File: src/hdl/pdmf_pkg.sv
// Shared types, coefficient table and tap helpers for the PDM to PCM filter.
package pdmf_pkg;

  localparam int SAMPLE_W   = 16;
  localparam int BYTE_W     = 8;
  localparam int BIT_CNT_W  = 3;
  localparam int COEF_SLOTS = 64;
  localparam int COEF_IDX_W = 6;

  typedef logic signed [SAMPLE_W-1:0] sample_t;

  // One PDM bit on its way into the cell chain.
  typedef struct packed {
    logic valid;
    logic pdm_bit;
    logic last;
  } pdmf_bit_t;

  // Blackman-windowed sinc, span 4, centre tap 3200.
  localparam sample_t COEF_TABLE [COEF_SLOTS] = '{
       16'sd0,    16'sd0,   -16'sd6,  -16'sd20,  -16'sd45,  -16'sd76,  -16'sd99,  -16'sd86,
       16'sd0,  16'sd197,  16'sd532, 16'sd1004, 16'sd1575, 16'sd2174, 16'sd2703, 16'sd3069,
    16'sd3200, 16'sd3069, 16'sd2703, 16'sd2174, 16'sd1575, 16'sd1004,  16'sd532,  16'sd197,
       16'sd0,  -16'sd86,  -16'sd99,  -16'sd76,  -16'sd45,  -16'sd20,   -16'sd6,    16'sd0,
       16'sd0,    16'sd0,    16'sd0,    16'sd0,    16'sd0,    16'sd0,    16'sd0,    16'sd0,
       16'sd0,    16'sd0,    16'sd0,    16'sd0,    16'sd0,    16'sd0,    16'sd0,    16'sd0,
       16'sd0,    16'sd0,    16'sd0,    16'sd0,    16'sd0,    16'sd0,    16'sd0,    16'sd0,
       16'sd0,    16'sd0,    16'sd0,    16'sd0,    16'sd0,    16'sd0,    16'sd0,    16'sd0
  };

  function automatic sample_t coef_at(input int idx);
    sample_t c;
    c = '0;
    if (idx >= 0 && idx < COEF_SLOTS) begin
      c = COEF_TABLE[idx[COEF_IDX_W-1:0]];
    end
    return c;
  endfunction

  // Partial sum held by cell k after reset: every history bit reads as 0.
  function automatic sample_t tail_init(input int k, input int taps);
    sample_t acc;
    int j;
    acc = '0;
    for (j = 0; j < taps; j++) begin
      if (j >= k) begin
        acc = acc - coef_at(j);
      end
    end
    return acc;
  endfunction

endpackage

File: src/hdl/pdmf_serializer.sv
// Byte register that hands out PDM bits one per advance, LSB first.
module pdmf_serializer (
  input  logic                            clk,
  input  logic                            rst,
  input  logic                            s_tvalid,
  output logic                            s_tready,
  input  logic [pdmf_pkg::BYTE_W-1:0]     s_tdata,
  input  logic                            advance,
  output pdmf_pkg::pdmf_bit_t             bit_out
);
  import pdmf_pkg::*;

  logic [BYTE_W-1:0]    byte_sr;
  logic [BIT_CNT_W-1:0] cnt;
  logic                 busy;
  logic                 last_bit;
  logic                 take;

  assign last_bit = (cnt == {BIT_CNT_W{1'b1}});
  assign s_tready = !busy || (advance && last_bit);
  assign take     = s_tvalid && s_tready;

  assign bit_out.valid   = busy;
  assign bit_out.pdm_bit = byte_sr[0];
  assign bit_out.last    = last_bit;

  always_ff @(posedge clk) begin
    if (rst) begin
      busy <= 1'b0;
      cnt  <= '0;
    end else if (take) begin
      busy <= 1'b1;
      cnt  <= '0;
    end else if (advance) begin
      cnt <= cnt + 1'b1;
      if (last_bit) begin
        busy <= 1'b0;
      end
    end
  end

  always_ff @(posedge clk) begin
    if (take) begin
      byte_sr <= s_tdata;
    end else if (advance) begin
      byte_sr <= {1'b0, byte_sr[BYTE_W-1:1]};
    end
  end

endmodule

File: src/hdl/pdmf_cell.sv
// One tap of the transposed FIR: adds or subtracts its coefficient.
module pdmf_cell #(
  parameter logic signed [15:0] COEF = 16'sd0,
  parameter logic signed [15:0] INIT = 16'sd0
) (
  input  logic                clk,
  input  logic                rst,
  input  logic                advance,
  input  logic                pdm_bit,
  input  pdmf_pkg::sample_t   sum_in,
  output pdmf_pkg::sample_t   sum_out
);
  import pdmf_pkg::*;

  sample_t sum_next;

  assign sum_next = pdm_bit ? sum_in + COEF : sum_in - COEF;

  always_ff @(posedge clk) begin
    if (rst) begin
      sum_out <= INIT;
    end else if (advance) begin
      sum_out <= sum_next;
    end
  end

endmodule

File: src/hdl/pdm_to_pcm_fir.sv
// Top level of the PDM to PCM converter with a fixed windowed-sinc FIR.
//
// Input channel s_*: one item is a byte of eight PDM bits, bit 0 oldest
// in time (processed first). Output channel m_*: one item per PDM bit,
// a signed 16-bit PCM sample in m_tdata; m_tlast marks the eighth sample
// of each byte.
// The filter is a row of TAPS cells in transposed form. Each PDM bit
// moves the whole row one step; cell 0 is the output register itself.
// An accepted byte is first held in the serializer register; each of its
// samples is then registered in cell 0. Throughput: one sample per cycle
// while m_tready does not stall the row; the next byte is taken in the cycle
// its predecessor's last bit enters the row, so bytes stream with no gap.
// Stall: while m_tready is low and a sample waits, the row and the bit
// serializer hold; s_tready drops once the current byte is pending.
// Reset: history reads as all zero bits, so the cells load the partial
// sums of an all-zero history; no items are pending on either side.
module pdm_to_pcm_fir #(
  parameter int TAPS = 32
) (
  input  logic        clk,
  input  logic        rst,
  input  logic        s_tvalid,
  output logic        s_tready,
  input  logic [7:0]  s_tdata,   // [7:0] pdm_byte
  output logic        m_tvalid,
  input  logic        m_tready,
  output logic [15:0] m_tdata,   // [15:0] pcm_sample
  output logic        m_tlast    // last_of_byte
);
  import pdmf_pkg::*;

  pdmf_bit_t bit_cur;
  logic      advance;
  sample_t   sums [TAPS+1];

  assign advance = bit_cur.valid && (!m_tvalid || m_tready);

  pdmf_serializer u_ser (
    .clk      (clk),
    .rst      (rst),
    .s_tvalid (s_tvalid),
    .s_tready (s_tready),
    .s_tdata  (s_tdata),
    .advance  (advance),
    .bit_out  (bit_cur)
  );

  assign sums[TAPS] = '0;

  for (genvar k = 0; k < TAPS; k++) begin : g_cell
    pdmf_cell #(
      .COEF (coef_at(k)),
      .INIT (tail_init(k, TAPS))
    ) u_cell (
      .clk     (clk),
      .rst     (rst),
      .advance (advance),
      .pdm_bit (bit_cur.pdm_bit),
      .sum_in  (sums[k+1]),
      .sum_out (sums[k])
    );
  end

  assign m_tdata = sums[0];

  always_ff @(posedge clk) begin
    if (rst) begin
      m_tvalid <= 1'b0;
      m_tlast  <= 1'b0;
    end else if (advance) begin
      m_tvalid <= 1'b1;
      m_tlast  <= bit_cur.last;
    end else if (m_tready) begin
      m_tvalid <= 1'b0;
    end
  end

endmodule

File: config.mk
export PLATFORM = sky130hd
export DESIGN_NAME = pdm_to_pcm_fir
export DESIGN_NICKNAME = d
export VERILOG_FILES = /design/src/hdl/pdmf_pkg.sv /design/src/hdl/pdmf_serializer.sv /design/src/hdl/pdmf_cell.sv /design/src/hdl/pdm_to_pcm_fir.sv
export SDC_FILE = /design/constraint.sdc
export NUM_CORES = 2
export LEC_CHECK = 0
export BUFFER_PORTS_ARGS = -buffer_cell sky130_fd_sc_hd__buf_2
export CELL_PAD_IN_SITES_DETAIL_PLACEMENT = 0
export CELL_PAD_IN_SITES_GLOBAL_PLACEMENT = 1
export CORE_MARGIN = 10
export CORE_UTILIZATION = 40
export CTS_CLUSTER_SIZE = 16
export DETAILED_ROUTE_END_ITERATION = 10
export PLACE_DENSITY_LB_ADDON = 0.1
export SETUP_SLACK_MARGIN = 0.02
export SLEW_MARGIN = 20
export SYNTH_ARGS = -nofsm -noshare
export SYNTH_HDL_FRONTEND = slang
export SYNTH_SLANG_ARGS = --single-unit
File: constraint.sdc
create_clock -name clk -period 13.4 [get_ports clk]
set_clock_uncertainty 0.2 [all_clocks]
set_input_delay 0.67 -clock clk [delete_from_list [all_inputs] [get_ports clk]]
set_output_delay 0.67 -clock clk [all_outputs]
set_load 0.03 [all_outputs]
* After elaboration in Yosys (flattened, before gate mapping)
Cells that the tools add are included.
** Storage, ports and cells
- Register bits :: 510
- Input port bits :: 12
- Output and inout bits :: 19
- Logic and storage cells :: 136
** Operators by class
- Add/subtract/negate cells :: 53
- Equality and inequality tests :: 1
- Mux-type cells :: 34
- Reductions and logical operators :: 12
** Operators with widths (number)
- 2-to-1 mux 16 bit :: 27
- adder 16 x 13 -> 16 bit, second input constant :: 7
- subtractor 16 x 13 -> 16 bit, second input constant :: 7
- adder 16 x 8 -> 16 bit, second input constant :: 6
- subtractor 16 x 8 -> 16 bit, second input constant :: 6
- adder 16 x 11 -> 16 bit, second input constant :: 4
- subtractor 16 x 11 -> 16 bit, second input constant :: 4
- adder 16 x 12 -> 16 bit, second input constant :: 2
- adder 16 x 6 -> 16 bit, second input constant :: 2
- adder 16 x 7 -> 16 bit, second input constant :: 2
- adder 16 x 9 -> 16 bit, second input constant :: 2
- subtractor 16 x 12 -> 16 bit, second input constant :: 2
- subtractor 16 x 6 -> 16 bit, second input constant :: 2
- subtractor 16 x 7 -> 16 bit, second input constant :: 2
- subtractor 16 x 9 -> 16 bit, second input constant :: 2
- adder 16 x 4 -> 16 bit, second input constant :: 1
- 2-to-1 mux 8 bit :: 2
- subtractor 16 x 4 -> 16 bit, second input constant :: 1
- nonzero test 2 bit :: 3
- 2-to-1 mux 1 bit :: 5
- adder 3 x 1 -> 3 bit, second input constant :: 1
- == test 3 bit, second input constant :: 1
- logical AND 1 bit :: 3
- zero test 1 bit :: 2
- 3 further kinds :: 4

* Logic depth before layout (Yosys ltp)
- Depth in word-level cells :: 8
- Gate-level depth with buffers :: 13
- Depth with buffers taken out :: 11

* Hierarchy
Synthesis repeated with hierarchy kept, for this count alone.
** Second synthesis, totals
- Cells, all modules :: 4456
- Area total of the unflattened synthesis :: 37717.4 um2
** By module, submodules not included
- pdmf_cell at g_cell[26].u_cell :: times used 1, cells each 183, area each 1447.6 um2, sequential area each 320.3 um2
- pdmf_cell at g_cell[17].u_cell :: times used 1, cells each 175, area each 1392.6 um2, sequential area each 320.3 um2
- pdmf_cell at g_cell[15].u_cell :: times used 1, cells each 177, area each 1382.6 um2, sequential area each 320.3 um2
- pdmf_cell at g_cell[7].u_cell :: times used 1, cells each 166, area each 1382.6 um2, sequential area each 320.3 um2
- pdmf_cell at g_cell[20].u_cell :: times used 1, cells each 160, area each 1358.8 um2, sequential area each 320.3 um2
- pdmf_cell at g_cell[14].u_cell :: times used 1, cells each 162, area each 1353.8 um2, sequential area each 320.3 um2
- pdmf_cell at g_cell[23].u_cell :: times used 1, cells each 166, area each 1331.3 um2, sequential area each 320.3 um2
- pdmf_cell at g_cell[12].u_cell :: times used 1, cells each 154, area each 1307.5 um2, sequential area each 320.3 um2
- pdmf_cell at g_cell[4].u_cell :: times used 1, cells each 157, area each 1281.2 um2, sequential area each 320.3 um2
- pdmf_cell at g_cell[30].u_cell :: times used 1, cells each 153, area each 1278.7 um2, sequential area each 320.3 um2
- pdmf_cell at g_cell[21].u_cell :: times used 1, cells each 151, area each 1271.2 um2, sequential area each 320.3 um2
- pdmf_cell at g_cell[28].u_cell :: times used 1, cells each 153, area each 1267.5 um2, sequential area each 320.3 um2
- pdmf_cell at g_cell[13].u_cell :: times used 1, cells each 163, area each 1260.0 um2, sequential area each 320.3 um2
- pdmf_cell at g_cell[9].u_cell :: times used 1, cells each 156, area each 1258.7 um2, sequential area each 320.3 um2
- +19 rows

* Least setup slack after synthesis
OpenSTA, ideal clock, no wires.
- Path type :: flip-flop to flip-flop
- Start :: register u_ser.byte_sr[0]
- End :: register g_cell[15].u_cell.sum_out[15]
- Setup time :: 0.132 ns
- Data arrival time :: 10.049 ns
- Required time :: 13.068 ns
- Setup slack :: 3.018 ns
- Stages on the path, launching flop included :: 14
- Buffers on the path :: 2
- Clock period less this slack :: 10.382 ns
- Cell sequence :: edfxtp_1 -> buf_2 -> buf_1 -> inv_1 -> ha_1 -> fa_1 -> a21o_1 -> and4_1 -> a311oi_1 -> o31ai_1 -> o41ai_2 -> o21ai_1 -> xnor2_1 -> a21oi_1
** On the way
- Longest elaborated chain between the ends :: 1
** Ends and longest elaborated chain
- start: declaration :: RTL line pdmf_serializer.sv:13 : logic [BYTE_W-1:0] byte_sr;
- start signal: assignment :: RTL line pdmf_serializer.sv:44 : byte_sr <= s_tdata;
- start signal: assignment :: RTL line pdmf_serializer.sv:46 : byte_sr <= {1'b0, byte_sr[BYTE_W-1:1]};
- 2-to-1 mux 16 bit :: RTL line pdmf_cell.sv:17 : assign sum_next = pdm_bit ? sum_in + COEF : sum_in - COEF;
- end signal: assignment :: RTL line pdmf_cell.sv:23 : sum_out <= sum_next;
- end: declaration :: RTL line pdmf_cell.sv:11 : output pdmf_pkg::sample_t sum_out
Every way passes these cells.
A chain may end at the register's enable or synchronous reset.

* Worst setup path after layout
- Start :: register u_ser.byte_sr[0]
- End :: register g_cell[15].u_cell.sum_out[14]
Same word-level chain as after synthesis.

==> out/metrics.yaml <==
global_route:
  antenna_found_initial: 0
  grt_max_degree: 196
  grt_pass1_wl_mm: 118
  grt.total_usage_pct: 16.6
  grt_pass1_vias: 23900
  overflow: 0
sta:
  worst_pin_slew_ns: 1.04
  fmax_ghz: 0.212
  fin_crit_sh_pct: 35.3
  timing.slew.headroom_pct: 30.8
  fin_setup_tns_ns: 0
  hold_slack_ns: 0.101
  setup_ws_ns: 8.68
  hold_viol: 0
  finalCriticalPeriod_ns: 4.72
  setup_violations: 0
  rsz0062_at_grt: "no"
  slew_viol_final: 0
cts:
  root_buffer: "clkbuf_16"
  clk_pin_slew_worst_paths_ns: 0.06
  cts_tree: "built"
  cts_repair_resize_count: 0
  cts-htree-levels: 2
  hold_buffers: 0
  clock_latency_ns: 0.62
  numClockSinks: 455
  post_cts.repair.setup_buffers: 0
  clockBufferDepth: 3
  cts_made_buffers: 55
yosys:
  syn_inst: 3534
  syn_nets: 3897
  avgSynthCellArea_sq_um: 8.19
  synth_top_area_share_pct: 30.9
  synthesis.area_sq_um: 29000
  synth-seq-cells: 455
  yosysWarnings: 0
  async_reset_ff_share_pct: 0
  synth_area_leaders: "dfxtp_1 31%, ha_1 14%, nand2_1 7.1%, a21oi_1 7.0%, xnor2_1 4.3%"
  synth_area_leader_cell: "dfxtp_1"
  ys_seq_area_share_pct: 31.7
  ys.flop_type: "dfxtp_1"
  synth_edf_count: 8
  yosysUniqueCellTypes: 84
routing:
  first_pass_iters: 5
  drt_iter0_drc: 1022
  num_vias: 23900
  drc: 0
  drt-vias-per-instance: 5.33
  ant_nets: 0
  wirelength_mm: 69.2
  post_drt_wl_per_cell_um: 15.4
setup_path:
  cp.arrival_ns: 5.04
  reg2reg_depth: 12
  criticalPathCategory: "reg -> reg"
  crit_fanout: 61
  worst_setup_path_end_kind: "flop"
  start_kind: "flop"
  cp.required_ns: 13.71
placement:
  hpwl_mm: 45.4
  place.gp.congestion: 0.804
  dp.cells: 4383
  placement.io_buffers: 29
  dp_slack_ns: 8.56
final_layout:
  final_cell_mix: "545 x nand2_1, 447 x dfxtp_1, 406 x a21oi_1"
  final_common_cell: "nand2_1"
  stdcell_count: 4481
  drive_above_1_share_pct: 5.07
  nNetsFinal: 3853
  syn_to_final_growth_pct: 9.70
  antenna_cells: 0
die:
  ioPinCount: 31
  core_sq_um: 71600
  rows: 98
  die_w_um: 289
  start_util_pct: 40.4
  die_area_sq_um: 83500
  die_h_um: 289
flow_run:
  drv_cap: 0
pwr:
  power_mw: 4.90
  vdd_drop_max_v: 0.0000974
  p_per_area_nw_per_um2: 154
  leakagePower_nw: 13.5
worst_hold_path:
  hold_depth: 3
  hold_class: "in -> reg"
run_status:
  outcome: "finished, final reports clean"
-- cells by family (layout without fill, tap and decap cells) --
| family | count (synthesis) | count (layout) | synth area share (%) |
|---|---|---|---|
| compound gates | 1094 | 1094 | 23.6 |
| xor+xnor | 254 | 254 | 7.68 |
| fa+ha+maj | 351 | 351 | 15.7 |
| buf+inv | 234 | 231 | 3.06 |
| flops | 455 | 455 | 31.7 |
| mux | 17 | 17 | 0.627 |
| other cells | 1 | 1 | 0.0130 |
| simple gates | 1128 | 1128 | 17.5 |
-- critical path: stages (launching register included) --
cell and delay [ns]:
edfxtp_1 0.32, buf_4 0.66, buf_4 0.59, buf_4 0.69
ha_1 0.35, a21o_1 0.18, a21oi_1 0.27, o21ai_0 0.17
a41oi_1 0.31, o21ai_0 0.20, a21oi_1 0.22, nor4_1 0.06
a311o_1 0.32
-- sequential cells by signal, indices dropped and copies added (netlist names) --
register               cells
u_ser.busy                 1
u_ser.cnt                  3
m_tvalid                   1
m_tlast                    1
u_ser.byte_sr              8
g_cell.u_cell.sum_out    441
-- routing by layer --
layer	vias up	track usage, %	routed length [um]
met5	-	0	0
met4	0	4.82	1620
met3	90	1.90	1850
met2	227	28.3	31800
met1	11000	21.8	33900
li1	12600	-	-
-- through the flow --
stage | utilization, % | area (sq um)
final | 44.4 | 31800
after global routing | 44.4 | 31800
after CTS | 44.4 | 31800
after detailed placement | 41.8 | 29900
after global placement | 41.8 | 29900
after floorplan | - | 29000
-- cell type report --
cell class	instances	area, sq um
Multi-Input combinational cell	2845	18900
Tap cell	950	1190
Clock buffer	83	1620
Timing Repair Buffer	53	360
Fill cell	7153	39800
Clock inverter	15	193
Sequential cell	455	9190
Inverter	80	310
-- report_power, final --
| group | switching [mW] | internal, mW |
|---|---|---|
| Combinational | 1.01 | 0.767 |
| Clock | 0.602 | 0.906 |
| Sequential | 0.0978 | 1.52 |
| Total | 1.71 | 3.19 |
-- synthesized netlist by cell type (all sizes together), types with 62 or more instances --
cell type,n
nand2,547
dfxtp,447
a21oi,406
ha,330
o21ai,206
nor2,202
xnor2,142
clkbuf,141
xor2,112
o211ai,103
a21o,98
nand3,93
inv,80
o21a,62
-- final timing paths --
check	endpoint	from	slack, ns
worst max-delay path	g_cell[15].u_cell.sum_out[14]	u_ser.byte_sr[0]	8.68
worst min-delay path	u_ser.busy	s_tvalid	0.10
worst max register to register	g_cell[15].u_cell.sum_out[14]	u_ser.byte_sr[0]	8.68
worst min register to register	g_cell[25].u_cell.sum_out[4]	g_cell[25].u_cell.sum_out[4]	0.25
(Power assumes the default switching activity.)
